<file path="config.mk">
export PLATFORM = sky130hd
export DESIGN_NAME = message_frame_validator_core
export DESIGN_NICKNAME = d
export VERILOG_FILES = /design/src/mfv_pkg.sv /design/src/message_frame_validator_core.sv /design/src/mfv_in_stage.sv /design/src/mfv_check.sv
export SDC_FILE = /design/constraint.sdc
export NUM_CORES = 1
export LEC_CHECK = 0
export BUFFER_PORTS_ARGS = -buffer_cell sky130_fd_sc_hd__buf_2
export CORE_ASPECT_RATIO = 0.75
export CORE_UTILIZATION = 53
export DETAILED_ROUTE_END_ITERATION = 10
export GPL_TIMING_DRIVEN = 0
export PLACE_DENSITY = 0.77
export RECOVER_POWER = 100
export SETUP_SLACK_MARGIN = 0.5
export SLEW_MARGIN = 20
export SYNTH_ARGS = -nofsm -noshare
export SYNTH_HDL_FRONTEND = slang
export SYNTH_SLANG_ARGS = --single-unit
export TNS_END_PERCENT = 1
</file>
<file path="constraint.sdc">
create_clock -name clk -period 4.9 [get_ports clk]
set_input_delay 0.49 -clock clk [delete_from_list [all_inputs] [get_ports clk]]
set_output_delay 0.49 -clock clk [all_outputs]
set_load 0.05 [all_outputs]
</file>
<file path="src/mfv_pkg.sv">
// Shared types and constants for the message frame validator.
// No dependencies; used by every module of the block by scoped name.
`default_nettype none

package mfv_pkg;

  // Largest frame length accepted, in bytes
  localparam int unsigned MaxFrameBytes = 65535;
  localparam int unsigned LenCmpW = 20;
  localparam logic [LenCmpW-1:0] MAX_FRAME_LEN = LenCmpW'(MaxFrameBytes);

  // Trailing end-marker bytes at the tail of the body
  localparam logic [15:0] END_MARKER_BYTES = 16'd4;

  // Reset value of the header length register
  localparam logic [7:0] HEADER_LENGTH_RESET = 8'd24;

  // Item kinds
  localparam logic CMD_HEADER = 1'b0;
  localparam logic CMD_BODY   = 1'b1;

  // Configuration register indexes
  localparam logic [1:0] REG_START_MAGIC   = 2'd0;
  localparam logic [1:0] REG_END_MAGIC     = 2'd1;
  localparam logic [1:0] REG_HEADER_LENGTH = 2'd2;

  // Verdict codes, first failure wins
  typedef enum logic [2:0] {
    ST_OK    = 3'd0,
    ST_START = 3'd1,
    ST_SIZE  = 3'd2,
    ST_END   = 3'd3,
    ST_SUM   = 3'd4,
    ST_SHORT = 3'd5
  } status_t;

  // One input item as held in the input register
  typedef struct packed {
    logic        cmd;
    logic [31:0] header_start_marker;
    logic [31:0] declared_size;
    logic [31:0] sender_checksum;
    logic [15:0] frame_length;
    logic [7:0]  body_byte;
  } item_t;

endpackage

`default_nettype wire

</file>
<file path="src/message_frame_validator_core.sv">
// Top level of the message frame validator.
// Depends on mfv_pkg, mfv_in_stage and mfv_check.
//
// Usage:
//   Input channel (in_valid/in_ready) carries one item per transfer: a
//   header (cmd 0) with start marker, declared size, sender checksum and
//   frame length, or a body byte (cmd 1). Body bytes are the payload,
//   which feeds a rotate-left-then-add checksum, followed by four
//   end-marker bytes, least significant first.
//   Output channel (out_valid/out_ready) carries one verdict per frame:
//   frame_ok, status (first failure) and computed_checksum. A header whose
//   length cannot hold the header and end marker yields status 5 at once.
//   Configuration channel (cfg_valid/cfg_ready) writes start magic, end
//   magic and header length by index; cfg_ready is always high.
//   Throughput is one item per cycle while the verdict side does not stall.
//   The deciding item is held in the input register and passes through the
//   state update into the result register, which raises out_valid.
//   While the receiver stalls with a verdict pending, one more item of any
//   kind is held in the input register and in_ready stays low until the
//   verdict transfers. Reset clears the frame state, empties both
//   registers and restores the configuration defaults.
`default_nettype none

module message_frame_validator_core (
  input  wire logic        clk,
  input  wire logic        rst,
  input  wire logic        cfg_valid,
  output logic             cfg_ready,
  input  wire logic [1:0]  cfg_index,
  input  wire logic [31:0] cfg_data,
  input  wire logic        in_valid,
  output logic             in_ready,
  input  wire logic        cmd,
  input  wire logic [31:0] header_start_marker,
  input  wire logic [31:0] declared_size,
  input  wire logic [31:0] sender_checksum,
  input  wire logic [15:0] frame_length,
  input  wire logic [7:0]  body_byte,
  output logic             out_valid,
  input  wire logic        out_ready,
  output logic             frame_ok,
  output logic [2:0]       status,
  output logic [31:0]      computed_checksum
);

  mfv_pkg::item_t in_item;
  mfv_pkg::item_t item;
  logic           item_valid;
  logic           take;

  assign cfg_ready = 1'b1;

  // Gather the payload ports into one item
  always_comb begin
    in_item.cmd                 = cmd;
    in_item.header_start_marker = header_start_marker;
    in_item.declared_size       = declared_size;
    in_item.sender_checksum     = sender_checksum;
    in_item.frame_length        = frame_length;
    in_item.body_byte           = body_byte;
  end

  mfv_in_stage u_in_stage (
    .clk        (clk),
    .rst        (rst),
    .in_valid   (in_valid),
    .in_ready   (in_ready),
    .in_item    (in_item),
    .take       (take),
    .item_valid (item_valid),
    .item       (item)
  );

  mfv_check u_check (
    .clk               (clk),
    .rst               (rst),
    .cfg_valid         (cfg_valid),
    .cfg_index         (cfg_index),
    .cfg_data          (cfg_data),
    .item_valid        (item_valid),
    .item              (item),
    .take              (take),
    .out_valid         (out_valid),
    .out_ready         (out_ready),
    .frame_ok          (frame_ok),
    .status            (status),
    .computed_checksum (computed_checksum)
  );

endmodule

`default_nettype wire

</file>
<file path="src/mfv_in_stage.sv">
// Input register of the message frame validator.
// Depends on mfv_pkg for the item type.
`default_nettype none

module mfv_in_stage (
  input  wire logic          clk,
  input  wire logic          rst,
  input  wire logic          in_valid,
  output logic               in_ready,
  input  wire mfv_pkg::item_t in_item,
  input  wire logic          take,
  output logic               item_valid,
  output mfv_pkg::item_t     item
);

  // Refill the register whenever it is empty or drained this cycle
  assign in_ready = !item_valid || take;

  // Hold valid until the checker takes the item
  always_ff @(posedge clk) begin
    if (rst) begin
      item_valid <= 1'b0;
    end else if (in_ready) begin
      item_valid <= in_valid;
    end
  end

  // Capture payload on each transfer
  always_ff @(posedge clk) begin
    if (in_valid && in_ready) begin
      item <= in_item;
    end
  end

endmodule

`default_nettype wire

</file>
<file path="src/mfv_check.sv">
// Frame state, checksum, end marker assembly and verdict register.
// Depends on mfv_pkg for the item type, status codes and constants.
`default_nettype none

module mfv_check (
  input  wire logic           clk,
  input  wire logic           rst,
  input  wire logic           cfg_valid,
  input  wire logic [1:0]     cfg_index,
  input  wire logic [31:0]    cfg_data,
  input  wire logic           item_valid,
  input  wire mfv_pkg::item_t item,
  output logic                take,
  output logic                out_valid,
  input  wire logic           out_ready,
  output logic                frame_ok,
  output logic [2:0]          status,
  output logic [31:0]         computed_checksum
);

  logic [31:0] start_magic;
  logic [31:0] end_magic;
  logic [7:0]  header_length;

  logic            in_body, in_body_next;
  logic [15:0]     bytes_left, bytes_left_next;
  logic [31:0]     running_sum, running_sum_next;
  logic [31:0]     end_marker_shift, end_marker_shift_next;
  logic [31:0]     expected_sum, expected_sum_next;
  mfv_pkg::status_t header_fault, header_fault_next;

  logic             fire;
  mfv_pkg::status_t res_status;
  logic [31:0]      res_sum;
  logic [16:0]      min_len;
  logic             too_short;
  logic             too_long;

  // Write configuration registers; unknown indexes drop
  always_ff @(posedge clk) begin
    if (rst) begin
      start_magic   <= '0;
      end_magic     <= '0;
      header_length <= mfv_pkg::HEADER_LENGTH_RESET;
    end else if (cfg_valid) begin
      unique case (cfg_index)
        mfv_pkg::REG_START_MAGIC:   start_magic   <= cfg_data;
        mfv_pkg::REG_END_MAGIC:     end_magic     <= cfg_data;
        mfv_pkg::REG_HEADER_LENGTH: header_length <= cfg_data[7:0];
        default: ;
      endcase
    end
  end

  // Take the held item when the result register can be loaded
  assign take = item_valid && (!out_valid || out_ready);

  assign min_len   = {9'd0, header_length} + {1'b0, mfv_pkg::END_MARKER_BYTES};
  assign too_short = {1'b0, item.frame_length} < min_len;
  assign too_long  = {4'd0, item.frame_length} > mfv_pkg::MAX_FRAME_LEN;

  // Advance frame state for one item
  always_comb begin
    in_body_next          = in_body;
    bytes_left_next       = bytes_left;
    running_sum_next      = running_sum;
    end_marker_shift_next = end_marker_shift;
    expected_sum_next     = expected_sum;
    header_fault_next     = header_fault;
    fire                  = 1'b0;
    res_status            = mfv_pkg::ST_OK;
    res_sum               = '0;
    if (take) begin
      if (item.cmd == mfv_pkg::CMD_HEADER) begin
        in_body_next          = 1'b0;
        running_sum_next      = '0;
        end_marker_shift_next = '0;
        if (too_short || too_long) begin
          bytes_left_next   = '0;
          header_fault_next = mfv_pkg::ST_OK;
          fire              = 1'b1;
          res_status        = mfv_pkg::ST_SHORT;
        end else begin
          in_body_next      = 1'b1;
          bytes_left_next   = item.frame_length - {8'd0, header_length};
          expected_sum_next = item.sender_checksum;
          if (item.header_start_marker != start_magic) begin
            header_fault_next = mfv_pkg::ST_START;
          end else if (item.declared_size != {16'd0, item.frame_length}) begin
            header_fault_next = mfv_pkg::ST_SIZE;
          end else begin
            header_fault_next = mfv_pkg::ST_OK;
          end
        end
      end else if (in_body) begin
        // Payload feeds the checksum, the tail feeds the end marker
        if (bytes_left > mfv_pkg::END_MARKER_BYTES) begin
          running_sum_next = {running_sum[30:0], running_sum[31]} + {24'd0, item.body_byte};
        end else begin
          end_marker_shift_next = {item.body_byte, end_marker_shift[31:8]};
        end
        bytes_left_next = bytes_left - 16'd1;
        if (bytes_left_next == '0) begin
          in_body_next = 1'b0;
          fire         = 1'b1;
          res_sum      = running_sum_next;
          if (header_fault != mfv_pkg::ST_OK) begin
            res_status = header_fault;
          end else if (end_marker_shift_next != end_magic) begin
            res_status = mfv_pkg::ST_END;
          end else if (running_sum_next != expected_sum) begin
            res_status = mfv_pkg::ST_SUM;
          end else begin
            res_status = mfv_pkg::ST_OK;
          end
        end
      end
    end
  end

  // Frame state registers
  always_ff @(posedge clk) begin
    if (rst) begin
      in_body          <= 1'b0;
      bytes_left       <= '0;
      running_sum      <= '0;
      end_marker_shift <= '0;
      expected_sum     <= '0;
      header_fault     <= mfv_pkg::ST_OK;
    end else begin
      in_body          <= in_body_next;
      bytes_left       <= bytes_left_next;
      running_sum      <= running_sum_next;
      end_marker_shift <= end_marker_shift_next;
      expected_sum     <= expected_sum_next;
      header_fault     <= header_fault_next;
    end
  end

  // Result register: load on a verdict, drop after the transfer
  always_ff @(posedge clk) begin
    if (rst) begin
      out_valid <= 1'b0;
    end else if (fire) begin
      out_valid <= 1'b1;
    end else if (out_ready) begin
      out_valid <= 1'b0;
    end
  end

  always_ff @(posedge clk) begin
    if (fire) begin
      frame_ok          <= (res_status == mfv_pkg::ST_OK);
      status            <= res_status;
      computed_checksum <= res_sum;
    end
  end

  // An open frame always has bytes still to come
  a_open_has_bytes: assert property (@(posedge clk) disable iff (rst)
    in_body |-> (bytes_left != '0))
    else $error("open frame with no bytes left");

  // The last body byte of an open frame yields a verdict
  a_last_byte_verdict: assert property (@(posedge clk) disable iff (rst)
    (take && item.cmd == mfv_pkg::CMD_BODY && in_body && bytes_left == 16'd1)
      |=> out_valid)
    else $error("last body byte gave no verdict");

  // frame_ok agrees with the status code
  a_ok_matches_status: assert property (@(posedge clk) disable iff (rst)
    out_valid |-> (frame_ok == (status == mfv_pkg::ST_OK)))
    else $error("frame_ok disagrees with status");

  // Short frames report a zero checksum
  a_short_zero_sum: assert property (@(posedge clk) disable iff (rst)
    (out_valid && status == mfv_pkg::ST_SHORT) |-> (computed_checksum == '0))
    else $error("short frame with nonzero checksum");

endmodule

`default_nettype wire

</file>
==> results.toml <==
[outcome]
status = "finished, violations left"
violations = "design-rule violations, max-capacitance violations, max-slew violations"

[sta]
timing.final.ws_setup_ps = 378.2
setup_tns_ps = 0
min_period_ps = 4522
setup_viol = 0
rsz0062_at_grt = "true"
finalHoldViolations = 0
skew_ps = 31.80
finalCritPeriodShare = 0.9228
max_slew.worst_pin.slew_ps = 2232
maxSlewViolCount = 80
holdWs_ps = 122.5
fmax_ghz = 0.2212
slew_headroom = -0.4878

[placement]
hpwlAfterDp_mm = 41.77
place_area_um2 = 18280
gp_congestion = 1.002
port_buffers = 196
dp.cells = 2359
place_ws_ps = 227.5

[finish]
syn2layout_area_growth_pct = 15.52
nFillCells = 2588
fin_util = 0.6317
drive_gt1_frac = 0.1231
multiInputGateArea_um2 = 7569
fin_area_um2 = 19300
final_cells = 2422
fin_nets = 2186
seq_area_um2 = 8498
diodes = 0

[synth]
syn_inst = 1761
syn_area_um2 = 16710
syn_area_per_cell_um2 = 9.487
synth_top_area_share = 0.2822
synthTopCellsByCount = "nand2_1, dfxtp_1, a21oi_1, nor2_1, edfxtp_1"
ys_async_sr_fraction = 0
ys.warnings.count = 0
synth_edf_count = 157
yosys_register_bits = 346
netlist_top_cells_area = "edfxtp_1, dfxtp_1, xnor2_1"
synth_cell_type_count = 85
synth_seq_area_share = 0.5086
synth_top_area_cell = "edfxtp_1"
yosysMostFrequentCell = "nand2_1"
synth_fp_nets = 1950
synth_ff_type = "dfxtp_1"

[worst_setup_path]
crit_type = "register to register"
arrival_ps = 4980
ff2ff_path_depth = 9
critPathCaptureType = "register"
critPathMaxStageDelay_ps = 1290
startpoint_type = "register"
reg2reg_from = "u_check.bytes_left[11]"
startpoint = "u_check.bytes_left[11]"
crit_chain = "clkbuf_1 > or4_1 > nor2_2 > nand2_1 > clkbuf_1 > o21ai_0 > clkbuf_1 > a22oi_1 > nor2_1"
crit_fanout = 10
cp_slowest_cell = "o21ai_0"
cp.required_ps = 5360
cp_common_cell = "clkbuf_1"
r2r_slack_ps = 380

[clock_network]
cts_root_buffer = "clkbuf_16"
clk_pin_slew_ps = 70
hold_buffers = 0
cts.path.max_buffers = 3
cts_tree = "done"
clkLatencyLatePin_ps = 540
clock_sinks = 346
cts_buffers = 35
h-tree-depth = 2

[power_and_ir_drop]
p_per_area_nw_per_um2 = 347.1
total_leakage_power_nw = 6.978
p_total_mw = 6.700
peakVddDrop_uv = 347.6

[global_route]
grt_use_met3 = 0.09863
track_usage = 0.3399
grt_busiest_layer = "met1"
grtUsageMet1 = 0.5124
met2_usage = 0.4780
grt_max_degree = 57
grt_pass1_wl_mm = 82.87
grt_pass1_vias = 13850
grt_overflow_total = 0
antenna_found_initial = 1

[route]
dr.pass1.iters = 11
wl_mm = 54.86
via_per_inst = 6.067
vias = 14690
drc = 8
drtIter0Drc = 1728
wl_per_cell_um = 22.65
ant_nets = 0

[hold_path]
min_path_type = "primary input to register"
hp-start = "header_start_marker[2]"
min_delay_path_depth = 1

[floorplan]
rows = 55
die_y_um = 155.8
die_w_um = 207.0
fp.dieArea_um2 = 32240
core_area_um2 = 30550
start_util = 0.5468
pin_count = 199

[run]
maxCapViolCount = 3
path summary, 6_finish.rpt:
kind / endpoint
worst min-delay path: u_in_stage.item[90]
worst min register to register: u_check.end_magic[31]
worst max register to register: u_check.running_sum[3]
worst max-delay path: u_check.running_sum[3]
metal layers:
metal	up-vias	wire [µm]
li1	6751	-
met1	7136	25550
met2	738	21940
met3	67	6540
met4	2	818
met5	-	12
sequential cells by signal (all words and copies together), names as in the netlist:
name,cells
u_check.bytes_left,16
u_check.computed_checksum,32
u_check.end_magic,32
u_check.end_marker_shift,32
u_check.expected_sum,32
u_check.frame_ok,1
u_check.header_fault,2
u_check.header_length,8
u_check.in_body,1
u_check.out_valid,1
u_check.running_sum,32
u_check.start_magic,32
u_check.status,3
u_in_stage.item,121
u_in_stage.item_valid,1
worst max-delay path: cells and delay by family, from the launching register on:
kind | cells | cell delay, ps
DFF | 1 | 290
and+or+nand+nor | 4 | 1380
buffers and inverters | 3 | 1320
AOI/OAI and AO/OA | 2 | 1450
placed cells by master (no fill, tap or decap), types with 37 or more instances in the layout:
cell type	instances
xor2_1	54
nor2_1	162
a21oi_1	161
clkbuf_1	147
nand2_1	253
buf_2	165
xnor2_1	110
edfxtp_1	157
inv_1	48
dfxtp_1	189
nor3_1	53
nand4_1	37
a22oi_1	50
cell type report:
cell class	instances	share of cell area
flip-flops and latches	346	0.4403
repair buffers	199	0.05005
clock inverters	10	0.004603
clock buffers	53	0.05264
well taps	399	0.02587
inverters	49	0.009529
multi-input cells	1251	0.3921
plain buffers	115	0.02489
logic make-up after synthesis:
logic type / synth area share
flops: 0.5086
compound gates: 0.1472
buf+inv: 0.03984
xor+xnor: 0.08837
mux: 0.01445
simple gates: 0.1786
other cells: 0.0002245
fa+ha+maj: 0.02262
repair_timing:
item / CTS / global route
buffers inserted: 0 / 0
gates resized for setup: 3 / 6
setup endpoints to repair: 2 / 11
power by group:
part           switching [mW]  internal, mW  total [mW]
registers              0.0769          3.12        3.20
clock network            1.13          1.49        2.62
logic                   0.582         0.299       0.882
total                    1.79          4.91        6.70
No activity file was read; power rests on OpenSTA's default activity.
